--- src/hdl/psdci_pkg.sv ---
`timescale 1ns / 1ps
// ----------------------------------------------------------------------------
// psdci_pkg
// Shared types, widths and register codes of the charge integrator.
// ----------------------------------------------------------------------------
package psdci_pkg;

  localparam int MAX_SAMPLES = 4096;
  localparam int IDX_W       = 13;
  localparam int SAMPLE_W    = 14;
  localparam int GATE_W      = 12;
  localparam int WIN_MAX     = 64;
  localparam int WIN_W       = 7;
  localparam int BL_SUM_W    = 20;
  localparam int SUM_W       = 26;
  localparam int CNT_W       = 13;
  localparam int BASE_W      = 22;
  localparam int Q_W         = 36;
  localparam int FRAC_W      = 8;
  localparam int DIV_W       = BL_SUM_W + FRAC_W;
  localparam int PROD_W      = CNT_W + BASE_W;
  localparam int ACC_W       = Q_W + 2;

  localparam int CFG_IDX_W   = 3;
  localparam int CFG_DATA_W  = 13;

  localparam logic [CFG_IDX_W-1:0] CFG_PRE_TRIGGER  = 3'd0;
  localparam logic [CFG_IDX_W-1:0] CFG_PRE_GATE     = 3'd1;
  localparam logic [CFG_IDX_W-1:0] CFG_SHORT_GATE   = 3'd2;
  localparam logic [CFG_IDX_W-1:0] CFG_LONG_GATE    = 3'd3;
  localparam logic [CFG_IDX_W-1:0] CFG_SAMPLE_COUNT = 3'd4;
  localparam logic [CFG_IDX_W-1:0] CFG_BL_SOURCE    = 3'd5;

  localparam logic signed [ACC_W-1:0] Q_HI = (ACC_W'(1) <<< (Q_W - 1)) - ACC_W'(1);
  localparam logic signed [ACC_W-1:0] Q_LO = -(ACC_W'(1) <<< (Q_W - 1));

  typedef struct packed {
    logic [GATE_W-1:0] pre_trigger;
    logic [GATE_W-1:0] pre_gate;
    logic [GATE_W-1:0] short_gate;
    logic [GATE_W-1:0] long_gate;
    logic [IDX_W-1:0]  sample_count;
    logic              bl_source;
  } cfg_t;

  typedef struct packed {
    logic [BL_SUM_W-1:0] bl_sum;
    logic [SUM_W-1:0]    sh_sum;
    logic [CNT_W-1:0]    sh_cnt;
    logic [SUM_W-1:0]    tl_sum;
    logic [CNT_W-1:0]    tl_cnt;
    logic [WIN_W-1:0]    win;
    logic                bl_source;
    logic [SAMPLE_W-1:0] board;
  } wf_t;

  function automatic logic [Q_W-1:0] sat_q(input logic signed [ACC_W-1:0] v);
    logic signed [ACC_W-1:0] r;
    r = v;
    if (v > Q_HI) r = Q_HI;
    if (v < Q_LO) r = Q_LO;
    return r[Q_W-1:0];
  endfunction

endpackage

--- src/hdl/psdci_front.sv ---
`timescale 1ns / 1ps
// ----------------------------------------------------------------------------
// psdci_front
// Sample classifier: baseline, short and tail accumulation per waveform.
// ----------------------------------------------------------------------------
module psdci_front import psdci_pkg::*; (
  input  logic                clk,
  input  logic                rst_n,
  input  cfg_t                cfg,
  input  logic                in_valid,
  output logic                in_stall,
  input  logic [SAMPLE_W-1:0] in_sample,
  input  logic [SAMPLE_W-1:0] in_board_baseline,
  input  logic                in_last,
  input  logic                q_full,
  output logic                q_push,
  output wf_t                 q_entry
);

  logic [IDX_W-1:0]    idx_r;
  logic [BL_SUM_W-1:0] bl_sum_r, bl_sum_nxt;
  logic [SUM_W-1:0]    sh_sum_r, sh_sum_nxt, tl_sum_r, tl_sum_nxt;
  logic [CNT_W-1:0]    sh_cnt_r, sh_cnt_nxt, tl_cnt_r, tl_cnt_nxt;

  logic                accept;
  logic [IDX_W-1:0]    n_use;
  logic signed [13:0]  g_s, s_end, l_end, i_s;
  logic                in_range;

  assign in_stall = q_full & in_last;
  assign accept   = in_valid & ~in_stall;
  assign q_push   = accept & in_last;

  assign n_use = (cfg.sample_count > IDX_W'(MAX_SAMPLES)) ? IDX_W'(MAX_SAMPLES)
                                                          : cfg.sample_count;
  assign g_s   = $signed({2'b00, cfg.pre_trigger}) - $signed({2'b00, cfg.pre_gate});
  assign s_end = g_s + $signed({2'b00, cfg.short_gate});
  assign l_end = g_s + $signed({2'b00, cfg.long_gate});
  assign i_s   = $signed({1'b0, idx_r});
  assign in_range = idx_r < n_use;

  always_comb begin
    bl_sum_nxt = bl_sum_r;
    sh_sum_nxt = sh_sum_r;
    sh_cnt_nxt = sh_cnt_r;
    tl_sum_nxt = tl_sum_r;
    tl_cnt_nxt = tl_cnt_r;
    if (in_range) begin
      if (i_s < g_s && idx_r < IDX_W'(WIN_MAX)) begin
        bl_sum_nxt = bl_sum_r + BL_SUM_W'(in_sample);
      end
      if (i_s > g_s && i_s <= s_end) begin
        sh_sum_nxt = sh_sum_r + SUM_W'(in_sample);
        sh_cnt_nxt = sh_cnt_r + CNT_W'(1);
      end else if (i_s > s_end && i_s <= l_end) begin
        tl_sum_nxt = tl_sum_r + SUM_W'(in_sample);
        tl_cnt_nxt = tl_cnt_r + CNT_W'(1);
      end
    end
  end

  always_comb begin
    q_entry.bl_sum    = bl_sum_nxt;
    q_entry.sh_sum    = sh_sum_nxt;
    q_entry.sh_cnt    = sh_cnt_nxt;
    q_entry.tl_sum    = tl_sum_nxt;
    q_entry.tl_cnt    = tl_cnt_nxt;
    q_entry.bl_source = cfg.bl_source;
    q_entry.board     = in_board_baseline;
    if (g_s <= 14'sd0) begin
      q_entry.win = '0;
    end else if (g_s > 14'(WIN_MAX)) begin
      q_entry.win = WIN_W'(WIN_MAX);
    end else begin
      q_entry.win = g_s[WIN_W-1:0];
    end
  end

  always_ff @(posedge clk) begin
    if (!rst_n) begin
      idx_r    <= '0;
      bl_sum_r <= '0;
      sh_sum_r <= '0;
      sh_cnt_r <= '0;
      tl_sum_r <= '0;
      tl_cnt_r <= '0;
    end else if (accept) begin
      if (in_last) begin
        idx_r    <= '0;
        bl_sum_r <= '0;
        sh_sum_r <= '0;
        sh_cnt_r <= '0;
        tl_sum_r <= '0;
        tl_cnt_r <= '0;
      end else begin
        if (idx_r < IDX_W'(MAX_SAMPLES)) idx_r <= idx_r + IDX_W'(1);
        bl_sum_r <= bl_sum_nxt;
        sh_sum_r <= sh_sum_nxt;
        sh_cnt_r <= sh_cnt_nxt;
        tl_sum_r <= tl_sum_nxt;
        tl_cnt_r <= tl_cnt_nxt;
      end
    end
  end

endmodule

--- src/hdl/psdci_queue.sv ---
`timescale 1ns / 1ps
// ----------------------------------------------------------------------------
// psdci_queue
// Two-entry queue of finished waveform sums between front and back.
// ----------------------------------------------------------------------------
module psdci_queue import psdci_pkg::*; (
  input  logic clk,
  input  logic rst_n,
  input  logic push,
  input  wf_t  push_entry,
  input  logic pop,
  output wf_t  pop_entry,
  output logic valid,
  output logic full
);

  wf_t        mem_r [2];
  logic       wr_ptr_r, rd_ptr_r;
  logic [1:0] count_r;
  logic       do_push, do_pop;

  assign valid     = count_r != 2'd0;
  assign full      = count_r == 2'd2;
  assign do_push   = push & ~full;
  assign do_pop    = pop & valid;
  assign pop_entry = mem_r[rd_ptr_r];

  always_ff @(posedge clk) begin
    if (do_push) mem_r[wr_ptr_r] <= push_entry;
  end

  always_ff @(posedge clk) begin
    if (!rst_n) begin
      wr_ptr_r <= 1'b0;
      rd_ptr_r <= 1'b0;
      count_r  <= 2'd0;
    end else begin
      if (do_push) wr_ptr_r <= ~wr_ptr_r;
      if (do_pop)  rd_ptr_r <= ~rd_ptr_r;
      case ({do_push, do_pop})
        2'b10:   count_r <= count_r + 2'd1;
        2'b01:   count_r <= count_r - 2'd1;
        default: count_r <= count_r;
      endcase
    end
  end

endmodule

--- src/hdl/psdci_back.sv ---
`timescale 1ns / 1ps
// ----------------------------------------------------------------------------
// psdci_back
// Per-waveform baseline division, charge products and output register.
// ----------------------------------------------------------------------------
module psdci_back import psdci_pkg::*; (
  input  logic              clk,
  input  logic              rst_n,
  input  logic              q_valid,
  input  wf_t               q_entry,
  output logic              q_pop,
  output logic              out_valid,
  input  logic              out_stall,
  output logic [Q_W-1:0]    out_charge_short,
  output logic [Q_W-1:0]    out_charge_long,
  output logic [BASE_W-1:0] out_baseline_value,
  output logic              out_window_error
);

  localparam logic [2:0] ST_IDLE = 3'd0;
  localparam logic [2:0] ST_DIV  = 3'd1;
  localparam logic [2:0] ST_MUL  = 3'd2;
  localparam logic [2:0] ST_SUM  = 3'd3;
  localparam logic [2:0] ST_OUT  = 3'd4;

  logic [2:0]              state_r;
  logic [4:0]              cnt_r;
  wf_t                     ent_r;
  logic [BASE_W-1:0]       b_r;
  logic                    err_r;
  logic [WIN_W-1:0]        rem_r, rem_nxt;
  logic [DIV_W-1:0]        quo_r, quo_nxt;
  logic [WIN_W:0]          shifted;
  logic [PROD_W-1:0]       ps_r, pt_r;
  logic signed [ACC_W-1:0] qs_r, qt_r, ql;
  logic                    out_free;

  assign out_free = ~out_valid | ~out_stall;
  assign q_pop    = (state_r == ST_IDLE) & q_valid;
  assign ql       = qs_r + qt_r;

  always_comb begin
    shifted = {rem_r, quo_r[DIV_W-1]};
    if (shifted >= {1'b0, ent_r.win}) begin
      rem_nxt = WIN_W'(shifted - {1'b0, ent_r.win});
      quo_nxt = {quo_r[DIV_W-2:0], 1'b1};
    end else begin
      rem_nxt = shifted[WIN_W-1:0];
      quo_nxt = {quo_r[DIV_W-2:0], 1'b0};
    end
  end

  always_ff @(posedge clk) begin
    if (!rst_n) begin
      state_r   <= ST_IDLE;
      out_valid <= 1'b0;
    end else begin
      if (state_r == ST_OUT && out_free) out_valid <= 1'b1;
      else if (out_valid && !out_stall) out_valid <= 1'b0;
      case (state_r)
        ST_IDLE: begin
          if (q_valid) begin
            if (q_entry.bl_source && q_entry.win != '0) state_r <= ST_DIV;
            else state_r <= ST_MUL;
          end
        end
        ST_DIV: begin
          if (cnt_r == 5'd0) state_r <= ST_MUL;
        end
        ST_MUL: state_r <= ST_SUM;
        ST_SUM: state_r <= ST_OUT;
        ST_OUT: begin
          if (out_free) state_r <= ST_IDLE;
        end
        default: state_r <= ST_IDLE;
      endcase
    end
  end

  always_ff @(posedge clk) begin
    case (state_r)
      ST_IDLE: begin
        ent_r <= q_entry;
        rem_r <= '0;
        quo_r <= {q_entry.bl_sum, FRAC_W'(0)};
        cnt_r <= 5'(DIV_W - 1);
        err_r <= q_entry.bl_source && q_entry.win == '0;
        if (q_entry.bl_source) b_r <= '0;
        else b_r <= {q_entry.board, FRAC_W'(0)};
      end
      ST_DIV: begin
        rem_r <= rem_nxt;
        quo_r <= quo_nxt;
        cnt_r <= cnt_r - 5'd1;
        if (cnt_r == 5'd0) b_r <= quo_nxt[BASE_W-1:0];
      end
      ST_MUL: begin
        ps_r <= {{BASE_W{1'b0}}, ent_r.sh_cnt} * {{CNT_W{1'b0}}, b_r};
        pt_r <= {{BASE_W{1'b0}}, ent_r.tl_cnt} * {{CNT_W{1'b0}}, b_r};
      end
      ST_SUM: begin
        qs_r <= $signed({3'b000, ps_r}) - $signed({4'b0000, ent_r.sh_sum, FRAC_W'(0)});
        qt_r <= $signed({3'b000, pt_r}) - $signed({4'b0000, ent_r.tl_sum, FRAC_W'(0)});
      end
      ST_OUT: begin
        if (out_free) begin
          out_charge_short   <= sat_q(qs_r);
          out_charge_long    <= sat_q(ql);
          out_baseline_value <= b_r;
          out_window_error   <= err_r;
        end
      end
      default: begin
        cnt_r <= cnt_r;
      end
    endcase
  end

endmodule

--- src/hdl/psd_charge_integrator_unit.sv ---
`timescale 1ns / 1ps
// The back end runs the 28-step baseline divider for an averaged baseline, skips it
// with the board baseline or an empty window, then forms products and sums and
// registers the result; it pops a new waveform only when idle again. Throughput: one
// sample per cycle, but the last sample of a waveform stalls while the queue is full.
// Two finished waveforms can queue before the front stalls.
// Reset: synchronous, active low; registers return to defaults, sums clear.
// ----------------------------------------------------------------------------
// psd_charge_integrator_unit
// Pulse shape discrimination charge integrator, top level.
// ----------------------------------------------------------------------------
module psd_charge_integrator_unit import psdci_pkg::*; (
  input  logic                  clk,
  input  logic                  rst_n,
  input  logic                  cfg_wr_en,
  input  logic [CFG_IDX_W-1:0]  cfg_index,
  input  logic [CFG_DATA_W-1:0] cfg_data,
  input  logic                  in_valid,
  output logic                  in_stall,
  input  logic [SAMPLE_W-1:0]   in_sample,
  input  logic [SAMPLE_W-1:0]   in_board_baseline,
  input  logic                  in_last,
  output logic                  out_valid,
  input  logic                  out_stall,
  output logic [Q_W-1:0]        out_charge_short,
  output logic [Q_W-1:0]        out_charge_long,
  output logic [BASE_W-1:0]     out_baseline_value,
  output logic                  out_window_error
);

  cfg_t cfg_r;
  logic q_push, q_pop, q_valid, q_full;
  wf_t  push_entry, pop_entry;

  always_ff @(posedge clk) begin
    if (!rst_n) begin
      cfg_r.pre_trigger  <= '0;
      cfg_r.pre_gate     <= '0;
      cfg_r.short_gate   <= '0;
      cfg_r.long_gate    <= '0;
      cfg_r.sample_count <= IDX_W'(MAX_SAMPLES);
      cfg_r.bl_source    <= 1'b1;
    end else if (cfg_wr_en) begin
      case (cfg_index)
        CFG_PRE_TRIGGER:  cfg_r.pre_trigger  <= cfg_data[GATE_W-1:0];
        CFG_PRE_GATE:     cfg_r.pre_gate     <= cfg_data[GATE_W-1:0];
        CFG_SHORT_GATE:   cfg_r.short_gate   <= cfg_data[GATE_W-1:0];
        CFG_LONG_GATE:    cfg_r.long_gate    <= cfg_data[GATE_W-1:0];
        CFG_SAMPLE_COUNT: cfg_r.sample_count <= cfg_data[IDX_W-1:0];
        CFG_BL_SOURCE:    cfg_r.bl_source    <= cfg_data[0];
        default:          cfg_r              <= cfg_r;
      endcase
    end
  end

  psdci_front u_front (
    .clk               (clk),
    .rst_n             (rst_n),
    .cfg               (cfg_r),
    .in_valid          (in_valid),
    .in_stall          (in_stall),
    .in_sample         (in_sample),
    .in_board_baseline (in_board_baseline),
    .in_last           (in_last),
    .q_full            (q_full),
    .q_push            (q_push),
    .q_entry           (push_entry)
  );

  psdci_queue u_queue (
    .clk        (clk),
    .rst_n      (rst_n),
    .push       (q_push),
    .push_entry (push_entry),
    .pop        (q_pop),
    .pop_entry  (pop_entry),
    .valid      (q_valid),
    .full       (q_full)
  );

  psdci_back u_back (
    .clk                (clk),
    .rst_n              (rst_n),
    .q_valid            (q_valid),
    .q_entry            (pop_entry),
    .q_pop              (q_pop),
    .out_valid          (out_valid),
    .out_stall          (out_stall),
    .out_charge_short   (out_charge_short),
    .out_charge_long    (out_charge_long),
    .out_baseline_value (out_baseline_value),
    .out_window_error   (out_window_error)
  );

endmodule

--- config.mk ---
export PLATFORM = sky130hd
export DESIGN_NAME = psd_charge_integrator_unit
export DESIGN_NICKNAME = d
export VERILOG_FILES = /design/src/hdl/psdci_pkg.sv /design/src/hdl/psdci_front.sv /design/src/hdl/psdci_queue.sv /design/src/hdl/psdci_back.sv /design/src/hdl/psd_charge_integrator_unit.sv
export SDC_FILE = /design/constraint.sdc
export NUM_CORES = 2
export LEC_CHECK = 0
export BUFFER_PORTS_ARGS = -buffer_cell sky130_fd_sc_hd__buf_2
export CAP_MARGIN = 20
export CELL_PAD_IN_SITES_DETAIL_PLACEMENT = 2
export CELL_PAD_IN_SITES_GLOBAL_PLACEMENT = 2
export CORE_ASPECT_RATIO = 0.7
export CORE_MARGIN = 5
export CORE_UTILIZATION = 39
export DETAILED_ROUTE_END_ITERATION = 12
export GPL_ROUTABILITY_DRIVEN = 0
export PLACE_DENSITY_LB_ADDON = 0.1
export SYNTH_ARGS = -nofsm -noshare
export SYNTH_HDL_FRONTEND = slang
export SYNTH_SLANG_ARGS = --single-unit
--- constraint.sdc ---
create_clock -name clk -period 8.35 [get_ports clk]
set_input_delay 1.67 -clock clk [delete_from_list [all_inputs] [get_ports clk]]
set_output_delay 1.67 -clock clk [all_outputs]
set_load 0.01 [all_outputs]
==> impl_metrics.yaml <==
min_path:
  hold_path.class: "flop to flop"
  min_to: "u_back.qs_r[2]"
  whs_path_depth: 0
  hp-start: "u_back.ps_r[2]"
layout:
  nNetsFinal: 6354
  fill_cells: 15000
  design_area_um2: 62900
  drive_above_1_share: 0.101
  synthToLayoutAreaGrowth_pct: 10.7
timing:
  max_slew_margin: 0.139
  setup_ws_ns: 1.12
  hold_ws_ns: 0.424
  finalHoldViolCount: 0
  grt_setup_unrepaired: "no"
  slew_viol_final: 0
  fin_skew_ns: 0.0270
  clock.fmax_ghz: 0.138
  fin_crit_sh: 0.865
  fin_crit_ns: 7.23
  tns_ns: 0
  finalSetupViolCount: 0
  tightest_slew_ns: 1.28
critical_path:
  cp.depth: 27
  critPathLaunchType: "flop"
  reg2reg_slack_ns: 1.12
  cp_slowest_cell: "xor2_1"
  path_buf_inv: 1
  cp_max_fo: 17
  r2r-start: "cfg_r[50]"
  worstSetupPathType: "flop to flop"
  r2r-end: "u_front.sh_sum_r[20]"
  worstPathRequired_ns: 8.98
  cp-end-kind: "flop"
  arrival_ns: 7.86
  crit_family: "compound AO/OA/AOI/OAI gates"
  r2r_cells: 27
  slowest_delay_ns: 0.78
cts:
  cts_setup_buffers: 0
  cts.clk_slew.worst_paths_ns: 0.07
  clockBufferDepth: 3
  worstSkewPairLatency_ns: 0.72
  hold_buffers: 0
  cts_tree: "built"
  clock-sinks: 807
  cts-root-buf: "clkbuf_16"
  cts_resized: 0
  numCtsBuffers: 91
  cts_htree_levels: 3
routing:
  top_layer: "met4"
  drtIter0Drc: 2495
  wl_met3_um: 8700
  ant_nets: 0
  route.met2.wl_um: 80300
  post_drt_wl_per_cell_um: 25.3
  wl_met1_um: 97900
  vias: 40700
  firstDrtPassIters: 5
  wl_um: 190000
  remaining_drc_errors: 0
  vias_per_cell: 5.42
synthesis:
  synth-edff-count: 625
  synth.distinct_cells: 96
  ys_seq_elements: 807
  synthTopCellsByArea: "edfxtp_1 33%, fa_1 16%, ha_1 8.7%, dfxtp_1 6.4%, nand2_1 4.7%"
  ys.flop_type: "edfxtp_1"
  synthTopCellsByCount: "715 x nand2_1, 625 x edfxtp_1, 622 x inv_1"
  syn-cell-area_um2: 56800
  yosysSeqAreaShare: 0.395
  synth_cells: 5377
  avgSynthCellArea_um2: 10.6
  yosys_warnings: 0
  synth_top_area_share: 0.331
  synthArstFlopShare: 0
  synth_top_area_cell: "edfxtp_1"
  yosysMostFrequentCell: "nand2_1"
  syn-num-nets: 6270
grt:
  antenna_found_initial: 22
  grt_usage: 0.248
  grt_overflow: 0
  grt_max_degree: 73
  grt_pass1_wl_um: 288000
  grt_pass1_vias: 44600
die:
  initial_core_util: 0.391
  coreArea_um2: 145000
  num_rows: 117
  io_pins: 147
  die_x_um: 466
  die_area_um2: 153000
  chipHeight_um: 329
place:
  portBuffers: 146
  dpl-instance-area_um2: 59700
  dp_hpwl_um: 147000
  dp_slack_ns: 1.10
job:
  maxCapViolations: 0
outcome:
  status: "finished, final reports clean"
cells in the final DEF (no fill, tap or decap), drive strengths merged, types with 20 or more instances in the layout:
cell	n
nand2	716
inv	630
edfxtp	625
fa	450
ha	393
a21oi	286
and2	245
buf	238
nor2	208
o21ai	201
dfxtp	182
xnor2	163
mux2	118
clkbuf	118
a21o	100
xor2	95
nand3	73
nor3	65
and3	43
o21a	38
mux2i	37
nor2b	35
clkinv	33
nand2b	29
a31oi	29
nand4	28
o31ai	26
a211oi	24
o21bai	23
a22o	20
final cells by class:
cell class                 count  area, um2  area share
tap                         1963       2460      0.0391
multi-input combinational   3700      31100       0.495
antenna                        2       5.00   0.0000796
clock buffer                 118       2500      0.0398
clock inverter                53        563     0.00896
timing repair buffer         238       1470      0.0234
sequential                   807      22400       0.357
inverter                     623       2340      0.0372
flip-flops by register name (all words and copies together), names as in the netlist, 28 cells and up, named ones only:
| name | flops |
|---|---|
| u_back.ps_r | 35 |
| u_back.out_charge_long | 36 |
| cfg_r | 62 |
| u_back.pt_r | 35 |
| u_back.out_charge_short | 36 |
| u_back.quo_r | 28 |
| u_back.qs_r | 36 |
| u_back.qt_r | 36 |
| u_queue.mem_r | 240 |
| u_back.ent_r | 85 |
per-layer routing:
metal | vias up | global-route usage
met5 | - | 0
met4 | 0 | 0.0437
met3 | 158 | 0.0312
met2 | 806 | 0.371
met1 | 21300 | 0.388
li1 | 18400 | -
through the flow:
| stage | util | cells |
|---|---|---|
| 2_1_floorplan | - | 5377 |
| 3_3_place_gp | 0.412 | 7326 |
| 3_5_place_dp | 0.412 | 7328 |
| 4_1_cts | 0.433 | 7499 |
| 5_1_grt | 0.433 | 7502 |
| 6_report | 0.433 | 7504 |
cell families after synthesis:
| kind of cell | Yosys count | share of synthesized area |
|---|---|---|
| xor+xnor | 258 | 0.0398 |
| compound gates | 905 | 0.104 |
| flops | 807 | 0.395 |
| simple gates | 1539 | 0.128 |
| fa+ha+maj | 843 | 0.245 |
| buf+inv | 870 | 0.0584 |
| mux | 155 | 0.0299 |
worst reg2reg max path: stages (launching register included):
cell	delay, ns
dfxtp_1	0.33
inv_1	0.05
ha_1	0.21
fa_1	0.40
nand2b_1	0.16
a21boi_1	0.20
o21a_1	0.19
o21ai_0	0.11
nand2b_1	0.10
xor2_1	0.78
ha_1	0.40
a21o_1	0.22
nor3_1	0.14
o21ai_1	0.11
a41oi_1	0.35
o21ai_1	0.19
xnor2_1	0.16
ha_1	0.31
a21o_1	0.19
a21o_1	0.18
nor2_1	0.08
nand3_1	0.07
o21ai_0	0.41
nor2b_1	0.25
o221a_2	0.56
nand2_2	0.31
or4_1	0.61
o211ai_1	0.12
worst max path at each step:
stage                       start                    to  slack [ns]
floorplan                 in_last   u_queue.mem_r[0][0]        0.49
global placement    u_back.b_r[6]       u_back.pt_r[30]        1.34
detailed placement      cfg_r[50]  u_queue.mem_r[1][69]        1.10
CTS                     cfg_r[50]  u_queue.mem_r[0][69]        1.06
global route            cfg_r[50]  u_queue.mem_r[0][70]        0.47
finish                  cfg_r[50]  u_front.sh_sum_r[20]        1.12
Power is left out: the tool's default activity adds up to more than one toggle a clock period on the data nets, which glitch-free logic cannot reach.
